**src/hdl/tfc_pkg.sv**
```systemverilog
package tfc_pkg;

	localparam int unsigned CountW = 17;
	localparam int unsigned SumW = 32;
	localparam int unsigned CfgIdxW = 3;
	localparam int unsigned CfgDataW = 17;

	localparam logic [CountW-1:0] COUNT_MAX = 17'd65543;
	localparam logic [CountW-1:0] HEADER_BYTES = 17'd7;

	// Configuration register indexes.
	localparam logic [CfgIdxW-1:0] REG_MIN_FRAME = 3'd0;
	localparam logic [CfgIdxW-1:0] REG_STATUS_ID = 3'd1;
	localparam logic [CfgIdxW-1:0] REG_STATUS_LEN = 3'd2;
	localparam logic [CfgIdxW-1:0] REG_ATTITUDE_ID = 3'd3;
	localparam logic [CfgIdxW-1:0] REG_ATTITUDE_LEN = 3'd4;
	localparam logic [CfgIdxW-1:0] REG_POINTING_ID = 3'd5;
	localparam logic [CfgIdxW-1:0] REG_POINTING_LEN = 3'd6;

	// Verdict codes.
	localparam logic [2:0] VERDICT_OK = 3'd0;
	localparam logic [2:0] VERDICT_SHORT = 3'd1;
	localparam logic [2:0] VERDICT_SIZE = 3'd2;
	localparam logic [2:0] VERDICT_UNKNOWN_ID = 3'd3;
	localparam logic [2:0] VERDICT_BAD_LENGTH = 3'd4;
	localparam logic [2:0] VERDICT_CHECKSUM = 3'd5;

	// Message kinds.
	localparam logic [1:0] KIND_STATUS = 2'd0;
	localparam logic [1:0] KIND_ATTITUDE = 2'd1;
	localparam logic [1:0] KIND_POINTING = 2'd2;
	localparam logic [1:0] KIND_NONE = 2'd3;

	typedef struct packed {
		logic [CountW-1:0] min_frame_bytes;
		logic [7:0] status_msg_id;
		logic [15:0] status_length;
		logic [7:0] attitude_id;
		logic [15:0] attitude_length;
		logic [7:0] pointing_id;
		logic [15:0] pointing_length;
	} cfg_t;

	// Everything the verdict logic needs about a frame that just closed.
	typedef struct packed {
		logic valid;
		logic [CountW-1:0] count;
		logic [SumW-1:0] sum;
		logic [15:0] received;
		logic [15:0] length_field;
		logic [7:0] id_byte;
	} frame_end_t;

endpackage

```
**src/hdl/tfc_cfg_regs.sv**
```systemverilog
module tfc_cfg_regs (
	input logic clk,
	input logic arst_n,
	input logic cfg_write,
	input logic [tfc_pkg::CfgIdxW-1:0] cfg_index,
	input logic [tfc_pkg::CfgDataW-1:0] cfg_data,
	output tfc_pkg::cfg_t cfg
);
	import tfc_pkg::*;

	cfg_t cfg_q;

	always_ff @(posedge clk or negedge arst_n) begin
		if (!arst_n) begin
			cfg_q.min_frame_bytes <= HEADER_BYTES;
			cfg_q.status_msg_id <= 8'd0;
			cfg_q.status_length <= 16'd0;
			cfg_q.attitude_id <= 8'd1;
			cfg_q.attitude_length <= 16'd0;
			cfg_q.pointing_id <= 8'd2;
			cfg_q.pointing_length <= 16'd0;
		end else if (cfg_write) begin
			unique case (cfg_index)
				REG_MIN_FRAME: cfg_q.min_frame_bytes <= cfg_data;
				REG_STATUS_ID: cfg_q.status_msg_id <= cfg_data[7:0];
				REG_STATUS_LEN: cfg_q.status_length <= cfg_data[15:0];
				REG_ATTITUDE_ID: cfg_q.attitude_id <= cfg_data[7:0];
				REG_ATTITUDE_LEN: cfg_q.attitude_length <= cfg_data[15:0];
				REG_POINTING_ID: cfg_q.pointing_id <= cfg_data[7:0];
				REG_POINTING_LEN: cfg_q.pointing_length <= cfg_data[15:0];
				default: ;
			endcase
		end
	end

	assign cfg = cfg_q;

endmodule

```
**src/hdl/tfc_frame_acc.sv**
```systemverilog
module tfc_frame_acc (
	input logic clk,
	input logic arst_n,
	input logic in_valid,
	output logic in_ready,
	input logic [7:0] byte_value,
	input logic last_byte,
	input logic out_free,
	output tfc_pkg::frame_end_t frame_end
);
	import tfc_pkg::*;

	logic valid_s1;
	logic [7:0] byte_s1;
	logic last_s1;
	logic advance;

	logic [CountW-1:0] pos_q;
	logic [SumW-1:0] sum_q;
	logic [7:0] held0_q;
	logic [7:0] held1_q;
	logic [15:0] length_q;
	logic [7:0] id_q;
	logic odd_q;

	logic [SumW-1:0] addend;
	logic [SumW-1:0] sum_next;
	logic odd_next;
	logic [15:0] length_next;
	logic [7:0] id_next;
	logic [CountW-1:0] pos_next;

	// A closing byte waits in the input register while the result register is full.
	assign advance = valid_s1 && (!last_s1 || out_free);
	assign in_ready = !valid_s1 || advance;

	always_ff @(posedge clk or negedge arst_n) begin
		if (!arst_n) begin
			valid_s1 <= 1'b0;
		end else if (in_ready) begin
			valid_s1 <= in_valid;
		end
	end

	always_ff @(posedge clk) begin
		if (in_ready && in_valid) begin
			byte_s1 <= byte_value;
			last_s1 <= last_byte;
		end
	end

	// The byte two places back leaves the delay line and joins the sum.
	always_comb begin
		addend = '0;
		odd_next = odd_q;
		if (pos_q >= 17'd2) begin
			if (!odd_q) begin
				addend = {16'd0, held0_q ^ 8'hFF, 8'h00};
			end else begin
				addend = {24'd0, held0_q ^ 8'hFF};
			end
			odd_next = !odd_q;
		end
		sum_next = sum_q + addend;

		length_next = length_q;
		id_next = id_q;
		if (pos_q == 17'd2) begin
			length_next = {length_q[15:8], byte_s1};
		end else if (pos_q == 17'd3) begin
			length_next = {byte_s1, length_q[7:0]};
		end else if (pos_q == 17'd4) begin
			id_next = byte_s1;
		end

		pos_next = (pos_q < COUNT_MAX) ? pos_q + 17'd1 : pos_q;
	end

	always_ff @(posedge clk or negedge arst_n) begin
		if (!arst_n) begin
			pos_q <= '0;
			sum_q <= '0;
			held0_q <= '0;
			held1_q <= '0;
			length_q <= '0;
			id_q <= '0;
			odd_q <= 1'b0;
		end else if (advance) begin
			if (last_s1) begin
				pos_q <= '0;
				sum_q <= '0;
				held0_q <= '0;
				held1_q <= '0;
				length_q <= '0;
				id_q <= '0;
				odd_q <= 1'b0;
			end else begin
				pos_q <= pos_next;
				sum_q <= sum_next;
				held0_q <= held1_q;
				held1_q <= byte_s1;
				length_q <= length_next;
				id_q <= id_next;
				odd_q <= odd_next;
			end
		end
	end

	always_comb begin
		frame_end.valid = advance && last_s1;
		frame_end.count = pos_next;
		frame_end.sum = odd_next ? sum_next + 32'h0000_00FF : sum_next;
		frame_end.received = {byte_s1, held1_q};
		frame_end.length_field = length_next;
		frame_end.id_byte = id_next;
	end

endmodule

```
**src/hdl/tfc_verdict.sv**
```systemverilog
module tfc_verdict (
	input logic clk,
	input logic arst_n,
	input tfc_pkg::cfg_t cfg,
	input tfc_pkg::frame_end_t frame_end,
	output logic out_free,
	output logic out_valid,
	input logic out_ready,
	output logic [2:0] verdict,
	output logic [1:0] message_kind,
	output logic [16:0] frame_bytes,
	output logic [15:0] computed_sum,
	output logic [15:0] received_sum
);
	import tfc_pkg::*;

	logic out_valid_q;
	logic [2:0] verdict_q;
	logic [1:0] kind_q;
	logic [CountW-1:0] count_q;
	logic [15:0] computed_q;
	logic [15:0] received_q;

	logic [16:0] fold1;
	logic [16:0] fold2;
	logic [15:0] computed;
	logic [1:0] kind;
	logic [15:0] want_len;
	logic [CountW-1:0] expected_count;
	logic [2:0] code;

	always_comb begin
		fold1 = {1'b0, frame_end.sum[31:16]} + {1'b0, frame_end.sum[15:0]};
		fold2 = {16'd0, fold1[16]} + {1'b0, fold1[15:0]};
		computed = fold2[15:0];

		kind = KIND_NONE;
		want_len = '0;
		if (frame_end.count >= 17'd5) begin
			if (frame_end.id_byte == cfg.status_msg_id) begin
				kind = KIND_STATUS;
				want_len = cfg.status_length;
			end else if (frame_end.id_byte == cfg.attitude_id) begin
				kind = KIND_ATTITUDE;
				want_len = cfg.attitude_length;
			end else if (frame_end.id_byte == cfg.pointing_id) begin
				kind = KIND_POINTING;
				want_len = cfg.pointing_length;
			end
		end

		expected_count = {1'b0, frame_end.length_field} + HEADER_BYTES;

		priority if (frame_end.count < cfg.min_frame_bytes || frame_end.count < HEADER_BYTES) begin
			code = VERDICT_SHORT;
		end else if (frame_end.count != expected_count) begin
			code = VERDICT_SIZE;
		end else if (kind == KIND_NONE) begin
			code = VERDICT_UNKNOWN_ID;
		end else if (frame_end.length_field != want_len) begin
			code = VERDICT_BAD_LENGTH;
		end else if (computed != frame_end.received) begin
			code = VERDICT_CHECKSUM;
		end else begin
			code = VERDICT_OK;
		end
	end

	assign out_free = !out_valid_q || out_ready;

	always_ff @(posedge clk or negedge arst_n) begin
		if (!arst_n) begin
			out_valid_q <= 1'b0;
		end else if (frame_end.valid) begin
			out_valid_q <= 1'b1;
		end else if (out_ready) begin
			out_valid_q <= 1'b0;
		end
	end

	always_ff @(posedge clk) begin
		if (frame_end.valid) begin
			verdict_q <= code;
			kind_q <= kind;
			count_q <= frame_end.count;
			computed_q <= computed;
			received_q <= frame_end.received;
		end
	end

	assign out_valid = out_valid_q;
	assign verdict = verdict_q;
	assign message_kind = kind_q;
	assign frame_bytes = count_q;
	assign computed_sum = computed_q;
	assign received_sum = received_q;

endmodule

```
**src/hdl/telemetry_frame_checker_core.sv**
```systemverilog
// Telemetry frame checker.
// Input channel (in_valid/in_ready) carries one frame byte per item, with
// last_byte marking the final byte. Output channel (out_valid/out_ready)
// carries one verdict item per frame: verdict code, message kind, byte
// count, computed checksum and received checksum.
// Throughput is one byte per cycle while no closing byte is held, set by the
// single running-sum adder that takes one byte per cycle. A byte lands in
// the input register when accepted; as a closing byte leaves it, its verdict
// is registered in the result register. When the receiver stalls, bytes
// that do not close a frame keep flowing; a closing byte holds in the input
// register until the result register frees, and in_ready drops only then.
// Configuration is written through cfg_write/cfg_index/cfg_data while the
// block is idle; the user must keep to this, as the block does not enforce
// it. Indexes beyond the register list are ignored. Reset clears the frame
// state and the channel valid flags and loads the register defaults (min
// frame 7 bytes, ids 0, 1 and 2, lengths 0).
module telemetry_frame_checker_core (
	input logic clk,
	input logic arst_n,
	input logic cfg_write,
	input logic [tfc_pkg::CfgIdxW-1:0] cfg_index,
	input logic [tfc_pkg::CfgDataW-1:0] cfg_data,
	input logic in_valid,
	output logic in_ready,
	input logic [7:0] byte_value,
	input logic last_byte,
	output logic out_valid,
	input logic out_ready,
	output logic [2:0] verdict,
	output logic [1:0] message_kind,
	output logic [16:0] frame_bytes,
	output logic [15:0] computed_sum,
	output logic [15:0] received_sum
);
	import tfc_pkg::*;

	cfg_t cfg;
	frame_end_t frame_end;
	logic out_free;

	tfc_cfg_regs u_cfg (
		.clk(clk),
		.arst_n(arst_n),
		.cfg_write(cfg_write),
		.cfg_index(cfg_index),
		.cfg_data(cfg_data),
		.cfg(cfg)
	);

	tfc_frame_acc u_acc (
		.clk(clk),
		.arst_n(arst_n),
		.in_valid(in_valid),
		.in_ready(in_ready),
		.byte_value(byte_value),
		.last_byte(last_byte),
		.out_free(out_free),
		.frame_end(frame_end)
	);

	tfc_verdict u_verdict (
		.clk(clk),
		.arst_n(arst_n),
		.cfg(cfg),
		.frame_end(frame_end),
		.out_free(out_free),
		.out_valid(out_valid),
		.out_ready(out_ready),
		.verdict(verdict),
		.message_kind(message_kind),
		.frame_bytes(frame_bytes),
		.computed_sum(computed_sum),
		.received_sum(received_sum)
	);

endmodule

```
**config.mk**
```make
export PLATFORM = sky130hd
export DESIGN_NAME = telemetry_frame_checker_core
export DESIGN_NICKNAME = d
export VERILOG_FILES = /design/src/hdl/tfc_pkg.sv /design/src/hdl/tfc_cfg_regs.sv /design/src/hdl/tfc_frame_acc.sv /design/src/hdl/tfc_verdict.sv /design/src/hdl/telemetry_frame_checker_core.sv
export SDC_FILE = /design/constraint.sdc
export NUM_CORES = 1
export LEC_CHECK = 0
export ABC_AREA = 0
export BUFFER_PORTS_ARGS = -buffer_cell sky130_fd_sc_hd__buf_2
export CORE_ASPECT_RATIO = 0.9
export CORE_MARGIN = 2
export CORE_UTILIZATION = 60
export CTS_CLUSTER_DIAMETER = 50
export DETAILED_ROUTE_END_ITERATION = 8
export PLACE_DENSITY = 0.86
export SLEW_MARGIN = 30
export SYNTH_ARGS = -nofsm -noshare
export SYNTH_HDL_FRONTEND = slang
export SYNTH_SLANG_ARGS = --single-unit
```
**constraint.sdc**
```tcl
create_clock -name clk -period 30.4 [get_ports clk]
set_input_delay 4.56 -clock clk [delete_from_list [all_inputs] [get_ports clk]]
set_output_delay 4.56 -clock clk [all_outputs]
set_load 0.02 [all_outputs]
```
# --- Word-level counts from Yosys, hierarchy flattened ---
# Cells that the tools add are included.
totals:
  ff_bits: 244
  in_bits: 34
classes:
  addsub: 6
  order_cmp: 5
  n_eq_ne: 16
  n_mux: 31
  n_bitwise: 1
  reduce_logical: 21
op_table:
  columns: ["operator", "count"]
  rows:
  - ["16-bit two-way mux", 8]
  - ["32-bit two-way mux", 3]
  - ["8-bit two-way mux", 6]
  - ["17-bit by 2-bit equality test with 1-bit output (second input constant)", 2]
  - ["17-bit two-way mux", 2]
  - ["32-bit adder", 1]
  - ["32-bit by 8-bit adder with 32-bit output (second input constant)", 1]
  - ["16-bit inequality test", 2]
  - ["8-bit equality test", 3]
  - ["16-bit by 16-bit adder with 17-bit output", 1]
  - ["16-bit by 3-bit adder with 17-bit output (second input constant)", 1]
  - ["17-bit by 1-bit adder with 17-bit output (second input constant)", 1]
  - ["17-bit by 3-bit equality test with 1-bit output (second input constant)", 1]
  - ["17-bit by 2-bit greater-or-equal comparator with 1-bit output (second input constant)", 1]
  - ["17-bit by 3-bit greater-or-equal comparator with 1-bit output (second input constant)", 1]
  - ["17-bit less-than comparator", 1]
  - ["17-bit less-than comparator (second input constant)", 1]
  - ["17-bit by 3-bit less-than comparator with 1-bit output (second input constant)", 1]
  - ["17-bit inequality test", 1]
  - ["1-bit by 16-bit adder with 16-bit output", 1]
  - ["2-bit AND reduction", 7]
  - ["2-bit two-way mux", 5]
  - ["3-bit equality test (second input constant)", 3]
  - ["8-bit NOT", 1]
  - ["11 further kinds", 25]

# --- Longest topological paths before layout ---
logic_depth:
  word_depth: 13
  mapped_depth: 45
  depth_no_buf: 43

# --- By module ---
# From an unflattened synthesis, not the netlist that was laid out.
hier_totals:
  hier_cells: 1567
  hier_area_um2: 15857.7
by_module_without_submodules:
  columns: ["mod", "instances", "cells_per_inst", "area_each_um2"]
  rows:
  - ["tfc_frame_acc", 1, 758, 6757.7]
  - ["tfc_verdict", 1, 613, 5665.4]
  - ["tfc_cfg_regs", 1, 196, 3434.5]

# --- Worst setup path before layout ---
# Ideal clock, no wire load.
synth_timing:
  path_type: "register to register"
  startpoint: "register u_acc.pos_q[8]"
  endpoint: "register u_verdict.verdict_q[2] (netlist: u_verdict.verdict[2]) (data pin)"
  arrival_ns: 9.597
  path_slack_ns: 20.546
  path_stages_with_launch: 43
  path_buffers: 2
  period_less_slack_ns: 9.854
  path_cell_list: "dfrtp_1 > or4_4 > nor4_4 > buf_4 > nand4_1 > nand2_1 > nor2_1 > ha_1 > fa_1 > a21o_1 > a21oi_1 > o211a_1 > o31a_1 > o21ai_0 > xor2_1 > and4_1 > and2_1 > or3b_2 > (+7 left out) > and3_1 > or3_1 > clkbuf_1 > a21oi_1 > nor2_1 > nor2_1 > o21ai_0 > nand2b_1 > ha_1 > nand3_1 > nor4b_1 > and3_1 > nand4_1 > mux2_2 > nor4_1 > o2111a_1 > or4b_1 > and4b_1"
synth_via:
  elab_chain_cells: 11
  elab_cells_between_ends: 42
  classes_between: "6 x add/sub; 5 x order compare; 10 x eq/ne; 19 x mux; 2 x reduce/logical"
synth_rtl:
  columns: ["element", "line", "text"]
  rows:
  - ["from (decl)", "tfc_frame_acc.sv:18", "logic [CountW-1:0] pos_q;"]
  - ["from (signal assigned)", "tfc_frame_acc.sv:98", "pos_q <= pos_next;"]
  - ["parallel branches: the longest is 11 deep, another holds 32-bit adder", null, null]
  - ["to (signal assigned)", "tfc_verdict.sv:83", "verdict_q <= code;"]
  - ["to (decl)", "tfc_verdict.sv:18", "logic [2:0] verdict_q;"]
# Several ways; the timed one is not identified.
# A chain may end at the register's enable or synchronous reset.

# --- Worst setup path in the final report ---
# Same ends and word-level chain as after synthesis.

==> impl_metrics.py <==
metrics = {
    "status": {
        "outcome": "finished clean",
    },
    "cts": {
        "tritoncts.num_buffers": 31,
        "clk_lat_worst_skew_ns": 0.56,
        "cts_root_buffer": "sky130_fd_sc_hd__clkbuf_16",
        "tritoncts_clock_tree": "built",
        "ctsHoldBuffers": 0,
        "cts-htree-levels": 1,
        "postCtsSetupBuffers": 0,
        "clk_pin_slew_ns": 0.06,
        "cts_buffer_depth": 3,
        "cts_sinks": 244,
        "cts-resized-gates": 0,
    },
    "synth": {
        "synth_cell_type_count": 85,
        "post-synth-top-area-cell": "sky130_fd_sc_hd__dfrtp_1",
        "syn_area_um2": 15520,
        "synthCells": 1628,
        "synthesis.yosys.warnings": 0,
        "netlist_top_cells_area": "sky130_fd_sc_hd__dfrtp_1 28%, sky130_fd_sc_hd__edfxtp_1 12%, sky130_fd_sc_hd__mux2_2 5.6%",
        "synth.yosys.seq_area_share": 0.4140,
        "post_synth.cell_area_avg_um2": 9.535,
        "synthArstFlopShare": 0.7418,
        "ys_ff_latch": 244,
        "synth_top_cell_area_share": 0.2837,
        "synth-main-ff-cell": "sky130_fd_sc_hd__dfrtp_1",
        "synth_fp_nets": 1719,
        "synth_edf_count": 63,
    },
    "power": {
        "total_power_mw": 1.550,
        "peakVddDrop_uv": 72.24,
        "power.density_cell_area_nw_per_um2": 89.48,
        "proportion_of_power_drawn_by_flip_flops_and_latches": 0.289,
        "p_switching_uw": 642.1,
        "share_of_total_power_in_combinational_logic": 0.473,
        "internal_power_uw": 907.8,
        "p_sw_frac": 0.4143,
        "power_frac_clock": 0.239,
        "power.static_leakage_nw": 7.542,
    },
    "drt": {
        "firstDrtPassIters": 6,
        "wl_per_cell_um": 20.71,
        "post_drt_via_cell_ratio": 6.406,
        "routed_wirelength_mm": 42.75,
        "drt-initial-drc-count": 1702,
        "vias": 13220,
        "postRouteAntennaNets": 0,
        "drc_errors": 0,
    },
    "timing": {
        "finalSetupViolations": 0,
        "totalNegativeSetupSlack_ns": 0,
        "timing.clock.skew_ns": 0.01517,
        "worst_max_slew_margin_expressed_relative_to_the_limit": 0.3271,
        "timing.final.crit_period_ns": 11.47,
        "timing.hold.ws_ns": 0.4896,
        "highest_clock_frequency_the_design_can_meet_ghz": 0.08716,
        "timing_max_transition_violations_final": 0,
        "unrepaired_setup_endpoints_after_global_routing": "false",
        "final.period_utilization": 0.3774,
        "report.final.hold_viol_count": 0,
        "max_slew.worst_pin.slew_ns": 1.009,
    },
    "global_route": {
        "globalRoute.totalOverflow": 0,
        "pin_count_of_the_biggest_net_entering_global_routing": 76,
        "number_of_global_route_vias_before_repair": 12540,
        "initial_antenna_violation_count": 0,
        "globalRouteTotalUtil": 0.3126,
        "grt_pass1_wl_mm": 67.40,
    },
    "cells_and_area": {
        "drive_gt1_frac": 0.1597,
        "syn2layout_area_growth_pct": 11.57,
        "most_frequent_standard_cell_in_the_layout_excluding_fill_and_tap_cells": "sky130_fd_sc_hd__dfrtp_1",
        "multi_input_comb_area_um2": 8526,
        "final.fill_count": 1917,
        "insertedDiodeCount": 0,
        "layout_common_cells": "176 x sky130_fd_sc_hd__dfrtp_1, 161 x sky130_fd_sc_hd__nand2_1, 118 x sky130_fd_sc_hd__o21ai_0",
        "finish.net_count": 1788,
        "regArea_um2": 6427,
    },
    "die": {
        "fp.dieArea_um2": 27180,
        "fp.dieH_um": 156.6,
        "die-width_um": 173.6,
        "fp-row-count": 55,
        "floorplan.initialDensity": 0.6147,
        "design.portCount": 90,
        "core_um2": 25260,
    },
    "setup_path": {
        "required_ns": 30.72,
        "cp_slowest_cell": "sky130_fd_sc_hd__nor4_1",
        "data_arrival_time_of_the_worst_path_ns": 11.79,
        "end_kind": "flip-flop",
        "max_stage_delay_ns": 0.61,
        "timing.reg2reg.worst_path_depth": 41,
        "critical_path_class": "flip-flop to flip-flop",
        "worstPathMaxFanout": 14,
        "start_kind": "flip-flop",
    },
    "place": {
        "dp_hpwl_mm": 30.38,
        "gp_routability_congestion": 0.9751,
        "numPortBuffers": 89,
    },
    "min_path": {
        "timing.hold.worst_path_depth": 2,
        "hold_path_class": "flip-flop to flip-flop",
    },
    "flow_run": {
        "cap_violations": 0,
    },
}
layer usage:
| metal | wire length, µm | track usage | up-vias |
|---|---|---|---|
| met5 | 0 | 0 | - |
| met4 | 1384 | 0.09927 | 0 |
| met3 | 4538 | 0.06390 | 120 |
| met2 | 18770 | 0.4819 | 687 |
| met1 | 18060 | 0.4453 | 6381 |
| li1 | - | - | 6035 |
power by group through the flow:
stage	registers [mW]	clock network, mW	logic (mW)
floorplan	0.454	0	0.521
global placement	0.448	0	0.699
detailed placement	0.451	0	0.712
CTS	0.446	0.373	0.716
global route	0.453	0.387	0.790
finish	0.448	0.370	0.732
cell usage after synthesis, drive strengths merged, types with 5 or more instances:
master	n
a21o	28
a21oi	67
a221oi	6
a22o	25
a31oi	12
and2	22
and3	19
and4	6
buf	11
clkbuf	61
dfrtp	176
dfstp	5
edfxtp	63
ha	55
inv	76
mux2	77
mux2i	13
nand2	163
nand2b	15
nand3	60
nand4	35
nand4b	9
nor2	105
nor2b	15
nor3	31
nor3b	5
nor4	16
nor4b	5
o2111ai	7
o211ai	15
o21a	10
o21ai	120
o31ai	27
or2	9
or3	15
or4	5
xnor2	85
xnor3	5
xor2	72
layout make-up:
| cell class | count | area share |
|---|---|---|
| Clock buffer | 37 | 0.04782 |
| Tap cell | 342 | 0.02471 |
| Inverter | 77 | 0.01669 |
| Timing Repair Buffer | 108 | 0.03431 |
| Clock inverter | 21 | 0.01315 |
| Multi-Input combinational cell | 1235 | 0.4922 |
| Sequential cell | 244 | 0.3711 |
stage by stage:
step	std cells	util	cell area [µm²]	worst slack, ns
CTS	2064	0.6858	17320	19.20
detailed placement	2006	0.6439	16260	19.28
global route	2064	0.6858	17320	18.32
floorplan	1628	-	15520	20.55
global placement	2006	0.6439	16260	19.60
finish	2064	0.6858	17320	18.93
worst paths after layout:
path,start,endpoint,slack (ns)
worst max register to register,u_acc.pos_q[8],u_verdict.verdict[2],18.93
max in group asynchronous,arst_n,u_cfg.cfg[0],25.15
worst min register to register,u_acc.sum_q[7],u_acc.sum_q[7],0.49
worst min-delay path,u_acc.sum_q[7],u_acc.sum_q[7],0.49
min in group asynchronous,arst_n,u_acc.sum_q[6],3.98
worst max-delay path,u_acc.pos_q[8],u_verdict.verdict[2],18.93
worst max-delay path, delay by kind of cell, from the launching register on:
kind / cells / cell delay [ns]
buffers and inverters: 1 / 0.26
XOR/XNOR: 2 / 0.42
adder cells (fa/ha/maj): 4 / 1.16
AND/OR/NAND/NOR: 23 / 6.57
AO/OA/AOI/OAI: 10 / 2.02
flip-flops: 1 / 0.45
multiplexers: 1 / 0.29
cell families (layout without fill, tap and decap cells):
logic type	Yosys count	after routing	synth area share
compound gates	377	377	0.1585
buf+inv	149	243	0.03861
simple gates	547	547	0.1789
xor+xnor	163	163	0.09736
fa+ha+maj	57	57	0.04691
mux	91	91	0.06569
flops	244	244	0.4140
registers in the layout (all words and copies together) (netlist names):
name                    count
u_verdict.computed_sum     16
u_acc.byte_s1               8
u_verdict.message_kind      2
u_verdict.frame_bytes      17
u_cfg.cfg                  89
u_acc.valid_s1              1
u_verdict.received_sum     16
u_acc.last_s1               1
u_acc.held1_q               8
u_acc.length_q             16
u_acc.held0_q               8
u_acc.odd_q                 1
u_verdict.verdict           3
u_acc.sum_q                32
u_acc.id_q                  8
u_verdict.out_valid         1
u_acc.pos_q                17
No activity file was read; power rests on OpenSTA's default activity.
